`src/hw/rtl/akl_pkg.sv`:
```
// ----------------------------------------------------------------------------
// akl_pkg: shared types and functions for the AES key ladder
// Holds the S-box tables and the GF(2^8) helpers used by the round unit.
// ----------------------------------------------------------------------------
package akl_pkg;

	typedef logic [127:0] blk_t;

	function automatic logic [7:0] xt(input logic [7:0] a);
		xt = a[7] ? ((a << 1) ^ 8'h1b) : (a << 1);
	endfunction

	function automatic logic [7:0] gmul(input logic [7:0] a, input logic [7:0] b);
		logic [7:0] p;
		logic [7:0] x;
		p = 8'h00;
		x = a;
		for (int i = 0; i < 8; i++) begin
			if (b[i]) p = p ^ x;
			x = xt(x);
		end
		gmul = p;
	endfunction

	function automatic logic [7:0] ginv(input logic [7:0] x);
		logic [7:0] r;
		logic [7:0] b;
		r = 8'h01;
		b = x;
		for (int i = 0; i < 8; i++) begin
			if (i != 0) r = gmul(r, b);
			b = gmul(b, b);
		end
		ginv = r;
	endfunction

	function automatic logic [7:0] rl(input logic [7:0] v, input int n);
		rl = (v << n) | (v >> (8 - n));
	endfunction

	function automatic logic [7:0] sbox(input logic [7:0] x);
		logic [7:0] b;
		b = ginv(x);
		sbox = b ^ rl(b, 1) ^ rl(b, 2) ^ rl(b, 3) ^ rl(b, 4) ^ 8'h63;
	endfunction

	function automatic logic [7:0] isbox(input logic [7:0] y);
		isbox = ginv(rl(y, 1) ^ rl(y, 3) ^ rl(y, 6) ^ 8'h05);
	endfunction

	typedef logic [7:0] sb_arr_t [256];

	function automatic sb_arr_t mk_sbox(input logic inv);
		sb_arr_t t;
		for (int i = 0; i < 256; i++) begin
			t[i] = inv ? isbox(8'(i)) : sbox(8'(i));
		end
		mk_sbox = t;
	endfunction

	localparam sb_arr_t SBOX  = mk_sbox(1'b0);
	localparam sb_arr_t ISBOX = mk_sbox(1'b1);

	function automatic logic [7:0] byte_of(input blk_t v, input int i);
		byte_of = v[127 - 8 * i -: 8];
	endfunction

endpackage

```
`src/hw/rtl/akl_round.sv`:
```
// ----------------------------------------------------------------------------
// akl_round: one AES decryption round and one key-schedule step
// Combinational; the sequencer registers the state and round key.
// ----------------------------------------------------------------------------
module akl_round import akl_pkg::*; (
	input  blk_t       state,
	input  blk_t       rkey,
	input  logic       last,
	input  logic [7:0] rcon,
	output blk_t       state_nxt,
	output blk_t       rkey_nxt
);

	blk_t sr;
	blk_t ak;
	blk_t mx;
	logic [31:0] t;

	// Inverse shift rows plus inverse S-box, then add key, then inverse mix (skipped when last is set).
	always_comb begin
		for (int c = 0; c < 4; c++) begin
			for (int r = 0; r < 4; r++) begin
				sr[127 - 8 * (c * 4 + r) -: 8] =
					ISBOX[byte_of(state, ((c - r) & 3) * 4 + r)];
			end
		end
		ak = sr ^ rkey;
		for (int c = 0; c < 4; c++) begin
			logic [7:0] a0, a1, a2, a3;
			a0 = byte_of(ak, c * 4);
			a1 = byte_of(ak, c * 4 + 1);
			a2 = byte_of(ak, c * 4 + 2);
			a3 = byte_of(ak, c * 4 + 3);
			mx[127 - 32 * c -: 8] = gmul(a0, 8'd14) ^ gmul(a1, 8'd11) ^ gmul(a2, 8'd13)
				^ gmul(a3, 8'd9);
			mx[119 - 32 * c -: 8] = gmul(a0, 8'd9) ^ gmul(a1, 8'd14) ^ gmul(a2, 8'd11)
				^ gmul(a3, 8'd13);
			mx[111 - 32 * c -: 8] = gmul(a0, 8'd13) ^ gmul(a1, 8'd9) ^ gmul(a2, 8'd14)
				^ gmul(a3, 8'd11);
			mx[103 - 32 * c -: 8] = gmul(a0, 8'd11) ^ gmul(a1, 8'd13) ^ gmul(a2, 8'd9)
				^ gmul(a3, 8'd14);
		end
		state_nxt = last ? ak : mx;
	end

	// Forward key schedule step: the next round key from the current one.
	always_comb begin
		t = {SBOX[rkey[23:16]] ^ rcon, SBOX[rkey[15:8]], SBOX[rkey[7:0]], SBOX[rkey[31:24]]};
		rkey_nxt[127:96] = rkey[127:96] ^ t;
		rkey_nxt[95:64]  = rkey[95:64] ^ rkey_nxt[127:96];
		rkey_nxt[63:32]  = rkey[63:32] ^ rkey_nxt[95:64];
		rkey_nxt[31:0]   = rkey[31:0] ^ rkey_nxt[63:32];
	end

endmodule

```
`config.mk`:
```
export PLATFORM = sky130hd
export DESIGN_NAME = akl_round
export DESIGN_NICKNAME = d
export VERILOG_FILES = /design/src/hw/rtl/akl_pkg.sv /design/src/hw/rtl/akl_round.sv
export SDC_FILE = /design/constraint.sdc
export NUM_CORES = 2
export LEC_CHECK = 0
export BUFFER_PORTS_ARGS = -buffer_cell sky130_fd_sc_hd__buf_4
export CELL_PAD_IN_SITES_DETAIL_PLACEMENT = 1
export CELL_PAD_IN_SITES_GLOBAL_PLACEMENT = 1
export CORE_ASPECT_RATIO = 0.6
export CORE_MARGIN = 4
export CORE_UTILIZATION = 40
export DETAILED_ROUTE_END_ITERATION = 10
export PLACE_DENSITY_LB_ADDON = 0.1
export SLEW_MARGIN = 10
export SYNTH_ARGS = -nofsm -noshare
export SYNTH_HDL_FRONTEND = slang
export SYNTH_SLANG_ARGS = --single-unit
```
`constraint.sdc`:
```
create_clock -name vclk -period 9.9
set_input_delay 1.98 -clock vclk [all_inputs]
set_output_delay 1.98 -clock vclk [all_outputs]
set_load 0.05 [all_outputs]
```
==> impl_metrics.toml <==
[finish]
design.seq.count = 0
nFillCells = 25700
drive_gt1_share_pct = 14.3
final_util_pct = 43.2
layout.nets = 12400
num-clock-buffers = 0
area_growth_pct = 6.89
seqCellArea_um2 = 0
fin_area_mm2 = 0.0866

[sta]
rsz0062_at_grt = "no"
period_share_pct = 99.7
setup_viol = 0
drv_slew = 0
max_freq_mhz = 101
tightestPinTransition_ps = 1180
hold_viol = 0
hold_slack_ps = 4360
slew_headroom_pct = 20.8
setup_tns_ps = 0
layout_min_cycle_time_ps = 9870

[die]
core_mm2 = 0.201
die_w_um = 589
die_y_um = 357
start_util_pct = 40.4
rows = 127
die_area_mm2 = 0.210
io_pins = 521

[synthesis]
yosysSeqAreaShare_pct = 0
synth_compound_area_share_pct = 38.0
avgSynthCellArea_um2 = 6.74
synthTopCellsByCount = "984 x nand2_1, 920 x a21oi_1, 896 x o21ai_0, 846 x nor2_1, 757 x clkbuf_1"
synth_top_family_by_area = "compound AO/OA/AOI/OAI gates"
synth_top_area_cell = "xnor2_1"
synth.most_common_cell = "nand2_1"
synth-xor-area-share_pct = 14.0
synth_top_cell_area_share_pct = 7.08
netlist_area_mm2 = 0.0810
synth_area_leaders = "xnor2_1 7.1%, a21oi_1 5.7%, o21ai_0 5.5%"
syn_inst = 12000
yosys_warnings = 0
yosys.area_share.adder_pct = 5.53
synthSimpleGateAreaFrac_pct = 24.2
synth_mux_area_share_pct = 9.12
syn-num-nets = 12600
ys_types = 115

[place]
io_buffer_count = 521
dpl.hpwl_um = 399000
placed_cell_area_mm2 = 0.0865
gp_congestion = 1.14

[clock_network]
cts_setup_buffers = 0
hold_buffers = 0

[global_routing]
grt_max_degree = 102
grt_pass1_wl_um = 748000
antenna_found_initial = 51
track_usage_pct = 46.4
overflow = 0
grt_pass1_vias = 102000

[routing]
totalWireLength_um = 525000
routed-via-count = 110000
drtIter0Drc = 21800
firstDrtPassIters = 10
antenna_left = 0
wl_per_cell_um = 36.3
drcViolationCount = 0
routed_via_density = 7.57

[critical_path]
critPathLaunchType = "primary input"
required_ps = 7920
critPathCaptureType = "output port"
crit_type = "in -> out"
cp.arrival_ps = 7890
critPathMaxFanout = 29

[hold_path]
hold_path_class = "in -> out"

[outcome]
outcome = "finished clean"

[run]
maxCapViolations = 0
cell type report:
type                            count  area, um2  area share [%]
Multi-Input combinational cell  10400      73700            85.1
Tap cell                         2709       3390            3.91
Timing Repair Buffer             1118       8510            9.82
Antenna cell                       29       72.6          0.0838
Inverter                          258        971            1.12
timing repair:
action                                  4_1_cts  5_1_grt
endpoints found under the hold margin         0        0
resized for setup                             0        6
endpoints found under the setup margin        0        5
path summary, 6_finish.rpt:
kind	from	to	slack [ps]	cells after the start
max	state[88]	state_nxt[87]	30	18
min	rkey[100]	rkey_nxt[100]	4360	3
layout by cell type, fill, tap and decap left out, types with 333 or more instances in the layout:
cell type / instances
buf_4: 1109
xnor2_1: 653
o21ai_0: 895
nor2_1: 846
a21oi_1: 918
nand3_1: 347
nor3_1: 367
ha_1: 357
nand2b_1: 422
nor2b_1: 333
nand2_1: 984
kinds of logic after synthesis:
group,count (synthesis)
xor gates and xnor gates,1085
and+or+nand+nor,3955
muxes,484
adders and majority gates,358
AOI/OAI and AO/OA,4471
buffers and inverters,1673
layer usage:
metal  share of wire [%]  routed length, um  track usage, %  vias to the layer above
met5               0.096                506           0.562                        -
met4                 5.7              29800            20.0                       32
met3                  17              87400            20.2                     1437
met2                  37             194000            59.8                     9697
met1                  41             213000            65.3                    53700
li1                    -                  -               -                    44700
through the flow:
stage | std cells | worst slack [ps]
final | 14500 | 28.4
after CTS | 14400 | 47.7
after detailed placement | 14400 | 44.2
after floorplan | 12000 | 35.2
after global routing | 14500 | 41.0
after global placement | 14400 | 205
worst max-delay path, cell delays in order:
cell and delay (ps):
buf_4 240, inv_1 330, ha_1 510, buf_4 270, nand2_1 220, a31oi_1 630, mux4_2 360, nand2_1 50
a32oi_1 480, xnor2_1 190, buf_4 250, xor2_1 450, xor3_1 360, xnor2_1 270, nor2_1 160, a21oi_1 620
buf_4 230, buf_4 200
